$ cat config.mk
export PLATFORM = sky130hd
export DESIGN_NAME = sha_ram
export DESIGN_NICKNAME = d
export VERILOG_FILES = /design/src/rtl/sha_ram.sv
export SDC_FILE = /design/constraint.sdc
export NUM_CORES = 1
export LEC_CHECK = 0
export BUFFER_PORTS_ARGS = -buffer_cell sky130_fd_sc_hd__buf_4
export CAP_MARGIN = 20
export CORE_UTILIZATION = 45
export DETAILED_ROUTE_END_ITERATION = 7
export GPL_TIMING_DRIVEN = 0
export HOLD_SLACK_MARGIN = 0.15
export PLACE_DENSITY = 0.59
export SYNTH_ARGS = -nofsm -noshare
export SYNTH_HDL_FRONTEND = slang
export SYNTH_SLANG_ARGS = --single-unit
$ cat constraint.sdc
create_clock -name clk -period 2.2 [get_ports clk]
set_input_delay 0.22 -clock clk [delete_from_list [all_inputs] [get_ports clk]]
set_output_delay 0.22 -clock clk [all_outputs]
set_load 0.05 [all_outputs]
$ cat src/rtl/sha_ram.sv
// sha_ram: generic single-port ram with registered read
// no dependencies
module sha_ram #(
  parameter int unsigned Width = 8,
  parameter int unsigned Depth = 64
) (
  input  logic                     clk,
  input  logic                     we,
  input  logic [$clog2(Depth)-1:0] addr,
  input  logic [Width-1:0]         wdata,
  output logic [Width-1:0]         rdata
);

  logic [Width-1:0] mem [Depth];

  // write and registered read
  always_ff @(posedge clk) begin
    if (we) begin
      mem[addr] <= wdata;
    end
    rdata <= mem[addr];
  end

endmodule

==> flow_summary.json <==
{
  "path_buf_inv": 0,
  "hold_viol_final": 0,
  "synth_fa_ha_area_share_pct": 0,
  "tightestPinTransition_ns": 1.25,
  "first_global_vias": 11600,
  "max_stage_delay_ns": 0.60,
  "synth_top_family_by_area": "multiplexers",
  "synth_edf_count": 512,
  "finClkSkew_ns": 0.0180,
  "htreeDepth": 2,
  "avgSynthCellArea_um2": 17.5,
  "hp-class": "in -> reg",
  "fin_crit_sh_pct": 101,
  "synthDistinctLibCells": 56,
  "drtPass1Iterations": 7,
  "violations": "negative setup slack",
  "irDropWorstVdd_mv": 0.653,
  "crit_fanout": 1,
  "status": "complete, but fails checks",
  "cap_violations": 0,
  "grt_max_degree": 65,
  "worstSetupPathType": "reg -> reg",
  "cts_root_buffer": "clkbuf_16",
  "cts_hold_buffers": 0,
  "placementRows": 77,
  "rsz0062_at_grt": "true",
  "areaGrowthSynthToFinish_pct": 18.0,
  "place_area_um2": 21400,
  "insertion_delay_ns": 0.61,
  "cp_cell_sequence": "mux2_4 -> mux4_2 -> o21ai_2 -> o2111ai_2 -> or4b_4",
  "seq_area_frac_synth_pct": 76.0,
  "postRouteAntennaNets": 0,
  "pin_count": 24,
  "die_w_um": 215,
  "synth-seq-cells": 520,
  "grt_pass1_wl_um": 84800,
  "start_util_pct": 45.9,
  "syn-num-nets": 1187,
  "synth-xor-area-share_pct": 0,
  "totalPowerFinal_uw": 21200,
  "synth_compound_area_share_pct": 8.08,
  "core_area_um2": 44500,
  "startpoint_type": "flip-flop",
  "finalNetCount": 1290,
  "routed_wl_um": 59900,
  "critPathCaptureType": "flip-flop",
  "hold_ws_ns": 0.183,
  "place_congestion": 0.953,
  "via_count": 12000,
  "numPortBuffers": 22,
  "numCtsBuffers": 52,
  "finalSetupViolations": 3,
  "final_util_pct": 54.2,
  "grt_overflow": 0,
  "via_per_inst": 6.29,
  "drc": 0,
  "post_drt_wl_per_cell_um": 31.4,
  "fin_ws_ns": -0.0272,
  "crit_family": "multiplexers",
  "stdcell_area_um2": 24100,
  "synthMuxAreaShare_pct": 8.26,
  "slew_headroom_pct": 16.6,
  "p_per_area_nw_per_um2": 879,
  "total_leakage_power_uw": 0.00768,
  "fin_crit_ns": 2.23,
  "synth-simple-area-share_pct": 5.71,
  "synthArstFlopShare_pct": 0,
  "cp_slowest_cell": "or4b_4",
  "antennaDiodeCount": 0,
  "max_freq_ghz": 0.449,
  "synthFlopType": "edfxtp_1",
  "drive_gt1_share_pct": 24.9,
  "arrival_ns": 2.70,
  "slew_violations": 0,
  "cp.required_ns": 2.67,
  "cts_sinks": 520,
  "antenna_found_initial": 1,
  "reg2reg_slack_ns": -0.03,
  "dpl.hpwl_um": 37900,
  "drt_iter0_markers": 1842,
  "clk_path_buf_depth": 3,
  "path_clk_slew_ns": 0.06,
  "cts_tree": "built",
  "die_h_um": 215,
  "grt_use_total_pct": 26.1,
  "netlist_area_um2": 20400,
  "syn_inst": 1171,
  "yosysWarningCount": 0,
  "die_area_um2": 46300
}
cells in the final DEF (no fill, tap or decap), types with 5 or more instances in the layout:
cell | Yosys | final
a221o_1 | 11 | 11
mux4_2 | 41 | 41
buf_6 | 5 | 5
o22a_1 | 11 | 11
nor2_1 | 82 | 17
clkinv_2 | 0 | 7
nor2b_1 | 8 | 6
buf_2 | 30 | 19
edfxtp_1 | 512 | 512
a22oi_1 | 40 | 40
clkbuf_1 | 36 | 36
mux2i_1 | 63 | 58
nand3b_1 | 12 | 12
mux2_1 | 7 | 5
mux2_2 | 5 | 5
or3b_2 | 5 | 5
a31oi_1 | 15 | 14
and4_1 | 6 | 6
o221ai_1 | 9 | 9
o22ai_1 | 22 | 22
nand2b_1 | 24 | 22
and3_1 | 9 | 9
o21ai_0 | 9 | 8
clkinv_1 | 0 | 13
a211oi_1 | 6 | 6
and2_1 | 9 | 9
a22o_1 | 10 | 10
nor2_4 | 0 | 64
dfxtp_1 | 8 | 8
a221oi_1 | 21 | 21
nand2_1 | 45 | 41
a21oi_1 | 28 | 25
bufinv_16 | 0 | 5
o2bb2ai_1 | 7 | 7
buf_4 | 4 | 52
clkbuf_4 | 0 | 8
clkbuf_2 | 0 | 15
clkbuf_16 | 0 | 53
a32oi_1 | 7 | 7
buf_12 | 0 | 10
layer usage:
| layer | vias up | wire length, um | track usage [%] | part of all wire (%) |
|---|---|---|---|---|
| met3 | 159 | 6530 | 5.31 | 11 |
| met1 | 6147 | 23500 | 36.8 | 39 |
| met4 | 0 | 2680 | 11.4 | 4.5 |
| met2 | 709 | 27200 | 39.5 | 45 |
| li1 | 4987 | - | - | - |
| met5 | - | 0 | 0 | 0 |
path summary, 6_finish.rpt:
check	startpoint	cells after the start	end
worst max-delay path	mem[2][7]	5	rdata[7]
worst min-delay path	wdata[5]	1	mem[49][5]
worst max register to register	mem[2][7]	5	rdata[7]
worst min register to register	mem[3][0]	3	rdata[0]
cell type report:
class | count | area [um^2]
repair buffers | 49 | 493
fillers | 3546 | 20400
clock inverters | 27 | 251
flip-flops and latches | 520 | 15500
well taps | 592 | 741
inverters | 3 | 11.3
clock buffers | 70 | 1400
multi-input cells | 567 | 5230
plain buffers | 81 | 463
flip-flops by register name, summed over array words and instances (netlist names):
signal,cells
mem,512
rdata,8
power breakdown:
part / switching [uW] / internal (uW)
sequential: 20.0 / 11000
combinational: 1040 / 432
clock: 3710 / 5040
timing repair:
item                                    in CTS  in global routing
endpoints found under the setup margin     520                155
gates cloned                                 0                  0
setup buffers                               27                  0
gates resized for setup                    184                 29
pin swaps                                   15                  3
endpoints found under the hold margin        0                  0
cells by family (layout without fill, tap and decap cells):
family / Yosys count / in the layout
compound gates: 222 / 222
buf+inv: 84 / 230
flops: 520 / 520
mux: 116 / 116
simple gates: 229 / 229
synthesized netlist by cell type, drive strengths merged, types with 3 or more instances:
library cell / n / area share [%]
a21o: 4 / 0.15
o21ai: 11 / 0.27
nor2b: 8 / 0.24
o31ai: 5 / 0.18
clkbuf: 36 / 0.66
nand2: 45 / 0.83
nor3b: 3 / 0.11
a221o: 11 / 0.54
mux2: 12 / 0.66
o221ai: 9 / 0.39
a22o: 10 / 0.43
o22ai: 22 / 0.67
and3: 9 / 0.28
nand4: 3 / 0.092
nand2b: 24 / 0.73
or3b: 5 / 0.21
edfxtp: 512 / 75
a211o: 3 / 0.13
nor2: 82 / 1.5
mux2i: 63 / 3.1
nand3: 8 / 0.20
o32ai: 3 / 0.13
a211oi: 6 / 0.22
nor4: 3 / 0.092
or4: 3 / 0.11
and4: 6 / 0.26
a21oi: 28 / 0.69
a222oi: 3 / 0.15
o22a: 11 / 0.47
o2bb2ai: 7 / 0.30
nand3b: 12 / 0.44
a31oi: 15 / 0.46
buf: 45 / 1.3
inv: 3 / 0.055
mux4: 41 / 4.5
dfxtp: 8 / 0.78
and2: 10 / 0.32
a32oi: 7 / 0.30
a22oi: 40 / 1.5
a221oi: 21 / 0.90
through the flow:
| stage | instances | worst slack, ns | TNS (ns) |
|---|---|---|---|
| 4_1_cts | 1909 | 0.00221 | 0 |
| 2_1_floorplan | 1171 | -0.119 | -18.49 |
| 3_5_place_dp | 1785 | -2.16 | -821.14 |
| 5_1_grt | 1909 | -0.0398 | -0.0437 |
| 3_3_place_gp | 1785 | -2.14 | -806.18 |
| 6_report | 1909 | -0.0272 | -0.0780 |
Power figures use the tool's default switching activity.
