[config.mk]
export PLATFORM = sky130hd
export DESIGN_NAME = sha_round
export DESIGN_NICKNAME = d
export VERILOG_FILES = /design/src/rtl/sha_pkg.sv /design/src/rtl/sha_round.sv
export SDC_FILE = /design/constraint.sdc
export NUM_CORES = 2
export LEC_CHECK = 0
export BUFFER_PORTS_ARGS = -buffer_cell sky130_fd_sc_hd__buf_4
export CAP_MARGIN = 30
export CORE_ASPECT_RATIO = 1.25
export CORE_UTILIZATION = 53
export DETAILED_ROUTE_END_ITERATION = 10
export PLACE_DENSITY = 0.79
export SYNTH_ARGS = -nofsm -noshare
export SYNTH_HDL_FRONTEND = slang
export SYNTH_SLANG_ARGS = --single-unit
[constraint.sdc]
create_clock -name clk -period 24 [get_ports clk]
set_clock_uncertainty 0.2 [all_clocks]
set_input_delay 3.6 -clock clk [delete_from_list [all_inputs] [get_ports clk]]
set_output_delay 3.6 -clock clk [all_outputs]
set_load 0.02 [all_outputs]
[src/rtl/sha_pkg.sv]
// sha_pkg: constants, types and round functions shared by the sha-256 hasher
// depends on nothing; used by sha_round and sha256_byte_stream_hasher
package sha_pkg;

  localparam int unsigned WordW = 32;

  typedef logic [WordW-1:0] word_t;
  typedef word_t [7:0] state_t;

  localparam state_t InitHash = {
    32'h5be0cd19, 32'h1f83d9ab, 32'h9b05688c, 32'h510e527f,
    32'ha54ff53a, 32'h3c6ef372, 32'hbb67ae85, 32'h6a09e667
  };

  localparam logic [7:0] PadByte = 8'h80;

  // control from sequencer to round unit
  typedef struct packed {
    logic       load;   // copy chain into working vars
    logic       step;   // perform one round
    logic [5:0] rnd;    // round number
    word_t      w_in;   // message word for rounds below 16
  } round_ctl_t;

  function automatic word_t round_k(input logic [5:0] r);
    word_t k;
    case (r)
      6'd0: k = 32'h428a2f98; 6'd1: k = 32'h71374491; 6'd2: k = 32'hb5c0fbcf;
      6'd3: k = 32'he9b5dba5; 6'd4: k = 32'h3956c25b; 6'd5: k = 32'h59f111f1;
      6'd6: k = 32'h923f82a4; 6'd7: k = 32'hab1c5ed5; 6'd8: k = 32'hd807aa98;
      6'd9: k = 32'h12835b01; 6'd10: k = 32'h243185be; 6'd11: k = 32'h550c7dc3;
      6'd12: k = 32'h72be5d74; 6'd13: k = 32'h80deb1fe; 6'd14: k = 32'h9bdc06a7;
      6'd15: k = 32'hc19bf174; 6'd16: k = 32'he49b69c1; 6'd17: k = 32'hefbe4786;
      6'd18: k = 32'h0fc19dc6; 6'd19: k = 32'h240ca1cc; 6'd20: k = 32'h2de92c6f;
      6'd21: k = 32'h4a7484aa; 6'd22: k = 32'h5cb0a9dc; 6'd23: k = 32'h76f988da;
      6'd24: k = 32'h983e5152; 6'd25: k = 32'ha831c66d; 6'd26: k = 32'hb00327c8;
      6'd27: k = 32'hbf597fc7; 6'd28: k = 32'hc6e00bf3; 6'd29: k = 32'hd5a79147;
      6'd30: k = 32'h06ca6351; 6'd31: k = 32'h14292967; 6'd32: k = 32'h27b70a85;
      6'd33: k = 32'h2e1b2138; 6'd34: k = 32'h4d2c6dfc; 6'd35: k = 32'h53380d13;
      6'd36: k = 32'h650a7354; 6'd37: k = 32'h766a0abb; 6'd38: k = 32'h81c2c92e;
      6'd39: k = 32'h92722c85; 6'd40: k = 32'ha2bfe8a1; 6'd41: k = 32'ha81a664b;
      6'd42: k = 32'hc24b8b70; 6'd43: k = 32'hc76c51a3; 6'd44: k = 32'hd192e819;
      6'd45: k = 32'hd6990624; 6'd46: k = 32'hf40e3585; 6'd47: k = 32'h106aa070;
      6'd48: k = 32'h19a4c116; 6'd49: k = 32'h1e376c08; 6'd50: k = 32'h2748774c;
      6'd51: k = 32'h34b0bcb5; 6'd52: k = 32'h391c0cb3; 6'd53: k = 32'h4ed8aa4a;
      6'd54: k = 32'h5b9cca4f; 6'd55: k = 32'h682e6ff3; 6'd56: k = 32'h748f82ee;
      6'd57: k = 32'h78a5636f; 6'd58: k = 32'h84c87814; 6'd59: k = 32'h8cc70208;
      6'd60: k = 32'h90befffa; 6'd61: k = 32'ha4506ceb; 6'd62: k = 32'hbef9a3f7;
      default: k = 32'hc67178f2;
    endcase
    return k;
  endfunction

  function automatic word_t rotr(input word_t v, input int unsigned n);
    return (v >> n) | (v << (WordW - n));
  endfunction

endpackage

[src/rtl/sha_round.sv]
// sha_round: shared sha-256 round unit with working vars and schedule window
// depends on sha_pkg
module sha_round (
  input  logic               clk,
  input  sha_pkg::round_ctl_t ctl,
  input  sha_pkg::state_t    chain,
  output sha_pkg::state_t    vars
);

  sha_pkg::state_t vars_r, vars_nxt;
  sha_pkg::word_t  win_r [16];
  sha_pkg::word_t  w, x2, x15, sg0, sg1, t1, t2, e, a;

  // message word, from input or rolling schedule
  always_comb begin
    x2  = win_r[4'(ctl.rnd - 6'd2)];
    x15 = win_r[4'(ctl.rnd - 6'd15)];
    sg1 = sha_pkg::rotr(x2, 17) ^ sha_pkg::rotr(x2, 19) ^ (x2 >> 10);
    sg0 = sha_pkg::rotr(x15, 7) ^ sha_pkg::rotr(x15, 18) ^ (x15 >> 3);
    if (ctl.rnd < 6'd16) begin
      w = ctl.w_in;
    end else begin
      w = win_r[ctl.rnd[3:0]] + sg1 + win_r[4'(ctl.rnd - 6'd7)] + sg0;
    end
  end

  // round compression
  always_comb begin
    e  = vars_r[4];
    a  = vars_r[0];
    t1 = vars_r[7] + (sha_pkg::rotr(e, 6) ^ sha_pkg::rotr(e, 11) ^ sha_pkg::rotr(e, 25))
       + ((e & vars_r[5]) ^ (~e & vars_r[6])) + sha_pkg::round_k(ctl.rnd) + w;
    t2 = (sha_pkg::rotr(a, 2) ^ sha_pkg::rotr(a, 13) ^ sha_pkg::rotr(a, 22))
       + ((a & vars_r[1]) ^ (a & vars_r[2]) ^ (vars_r[1] & vars_r[2]));
    vars_nxt = vars_r;
    if (ctl.load) begin
      vars_nxt = chain;
    end else if (ctl.step) begin
      vars_nxt[7] = vars_r[6];
      vars_nxt[6] = vars_r[5];
      vars_nxt[5] = vars_r[4];
      vars_nxt[4] = vars_r[3] + t1;
      vars_nxt[3] = vars_r[2];
      vars_nxt[2] = vars_r[1];
      vars_nxt[1] = vars_r[0];
      vars_nxt[0] = t1 + t2;
    end
  end

  // payload registers
  always_ff @(posedge clk) begin
    vars_r <= vars_nxt;
    if (ctl.step && !ctl.load) begin
      win_r[ctl.rnd[3:0]] <= w;
    end
  end

  assign vars = vars_r;

endmodule

==> impl_metrics.toml <==
[worst_setup_path]
crit_family = "adder cells"
cp_data_arrival_time_ns = 18.32
endpoint_kind = "flip-flop"
critPathLaunchType = "input port"
path_common_cell = "fa_1"
crit_buf_inv = 6
slowest_stage = "ha_4"
max_stage_delay_ns = 1.01
crit_type = "in2reg"
cp_data_required_time_ns = 24.24
critPathMaxFanout = 76

[synthesis]
synthCells = 4103
synth-edff-count = 768
avgSynthCellArea_um2 = 13.39
async_flop_share_pct = 0
ys_seq_elements = 768
yosys.area.top_type = "edfxtp_1"
synth_area_leaders = "edfxtp_1 42%, mux4_2 17%, fa_1 6.9%, mux2_2 4.7%, xnor2_1 4.1%"
syn-cell-area_um2 = 54930
seq_area_frac_synth_pct = 41.98
yosys_warnings = 0
syn_nets = 4742
synth_cell_types = 74
yosysTopAreaCellShare_pct = 41.98
ys.flop_type = "edfxtp_1"

[cells_and_area]
layout_common_cells = "768 x edfxtp_1, 653 x buf_4, 423 x mux4_2"
drive_gt1_share_pct = 31.97
final_util_pct = 61.75
fin_nets = 5187
fillers = 7767
syn2layout_area_growth_pct = 15.15
design_area_um2 = 63250
final_common_cell = "edfxtp_1"

[route]
ant_nets = 0
vias = 41610
route.detailed.drc = 0
dr.pass1.iters = 6
vias_per_cell = 6.996
totalWireLength_um = 216600
drt-initial-drc-count = 5523
routedWlPerCell_um = 36.41

[sta]
min_period_ns = 18.08
tightest_slew_ns = 1.049
setup_tns_ns = 0
setup_ws_ns = 5.921
finalSetupViolations = 0
relSlewSlack_pct = 29.31
rsz0062_at_grt = "no"
finalCritPeriodShare_pct = 75.33
fmax_ghz = 0.05531
hold_viol = 0
slew_viol_final = 0

[die]
die_area_um2 = 104900
fp-row-count = 131
core_area_um2 = 102400
dieWidth_um = 290.0
die_y_um = 361.9
ioPinCount = 553
initial_core_util_pct = 53.62

[global_routing]
antenna_found_initial = 11
track_usage_pct = 40.81
grt_max_degree = 136
grt_pass1_wl_um = 300600
grt_pass1_vias = 41280
overflow = 0

[cts]
clock-sinks = 768
cts_tree = "yes"
cts_hold_buf = 0
cts_root_buf = "clkbuf_16"
cts_buffers = 79
cts-resized-gates = 0
clkLatencyLatePin_ns = 0.69
clockBufferDepth = 3
post-cts-setup-buffers = 0
cts_htree_levels = 3
clk_pin_slew_ns = 0.07

[worst_hold_path]
hold_class = "reg2reg"

[placed_design]
postPlaceCellArea_um2 = 60620
dpl_worst_slack_ns = 5.540
portBuffers = 552
hpwl_um = 157100
gp_congestion = 1.071

[status]
outcome = "finished clean"

[run]
cap_violations = 0
worst paths after layout:
kind                                   start         to  slack, ns  cells past startpoint
worst min register to register     vars[211]  vars[243]       0.42                      1
worst max-delay path                 ctl[32]      a[31]       5.92                     42
worst min-delay path               vars[211]  vars[243]       0.42                      1
worst max register to register  win_r[1][21]      a[31]      11.28                     41
area by class of cell:
class	count	area (um2)	area share (%)
clock buffer	92	2068	3.270
clock inverter	51	447.9	0.7081
tap	1330	1664	2.631
inverter	235	882.1	1.395
timing repair buffer	668	5162	8.161
sequential	768	23060	36.46
multi-input combinational	2796	29950	47.34
antenna	8	20.02	0.03165
synthesized netlist by cell type, types with 37 or more instances:
cell      count
a21o_1      102
a21oi_1     179
buf_1        62
clkbuf_1    210
edfxtp_1    768
fa_1        188
ha_1        154
inv_1       234
mux2_2      228
mux2i_1     142
mux4_2      423
nand2_1     196
nand3_1      45
nor2_1      139
nor3_1       37
o21ai_0     232
xnor2_1     255
xor2_1      104
layer usage:
layer,vias up,share of wire (%),wire length (um),track usage [%]
met3,808,12,25830,10.70
met1,20720,31,68150,45.73
li1,16640,-,-,-
met2,3427,47,100800,65.04
met4,14,10,21730,35.50
met5,-,0.038,83,0
registers in the layout, indices dropped and copies added (netlist names):
name	count
win_r	512
vars	192
a	32
e	32
worst register-to-register path, delay by kind of cell, from the launching register on:
family | cells | cell delay, ns
buffers and inverters | 5 | 0.56
XOR/XNOR | 5 | 0.96
AND/OR/NAND/NOR | 2 | 0.47
multiplexers | 3 | 1.37
flip-flops | 1 | 0.41
adder cells (fa/ha/maj) | 9 | 4.36
AO/OA/AOI/OAI | 17 | 4.16
cell families (layout without fill, tap and decap cells):
logic type	Yosys count	in the layout	share of synthesized area, %
buf+inv	539	1046	3.811
simple gates	505	505	4.063
mux	794	794	24.63
fa+ha+maj	346	346	10.43
xor+xnor	365	365	5.956
flops	768	768	41.98
compound gates	786	786	9.127
other cells	0	8	0
metrics by stage:
stage	std cells	hold WS [ns]
finish	5948	0.4201
global route	5940	0.4404
CTS	5935	0.4143
detailed placement	5792	0.3994
global placement	5789	0.3926
floorplan	4103	0.5335
Power is not shown: default switching activity piles up to over one toggle a cycle in this logic, so the estimate is an artifact.
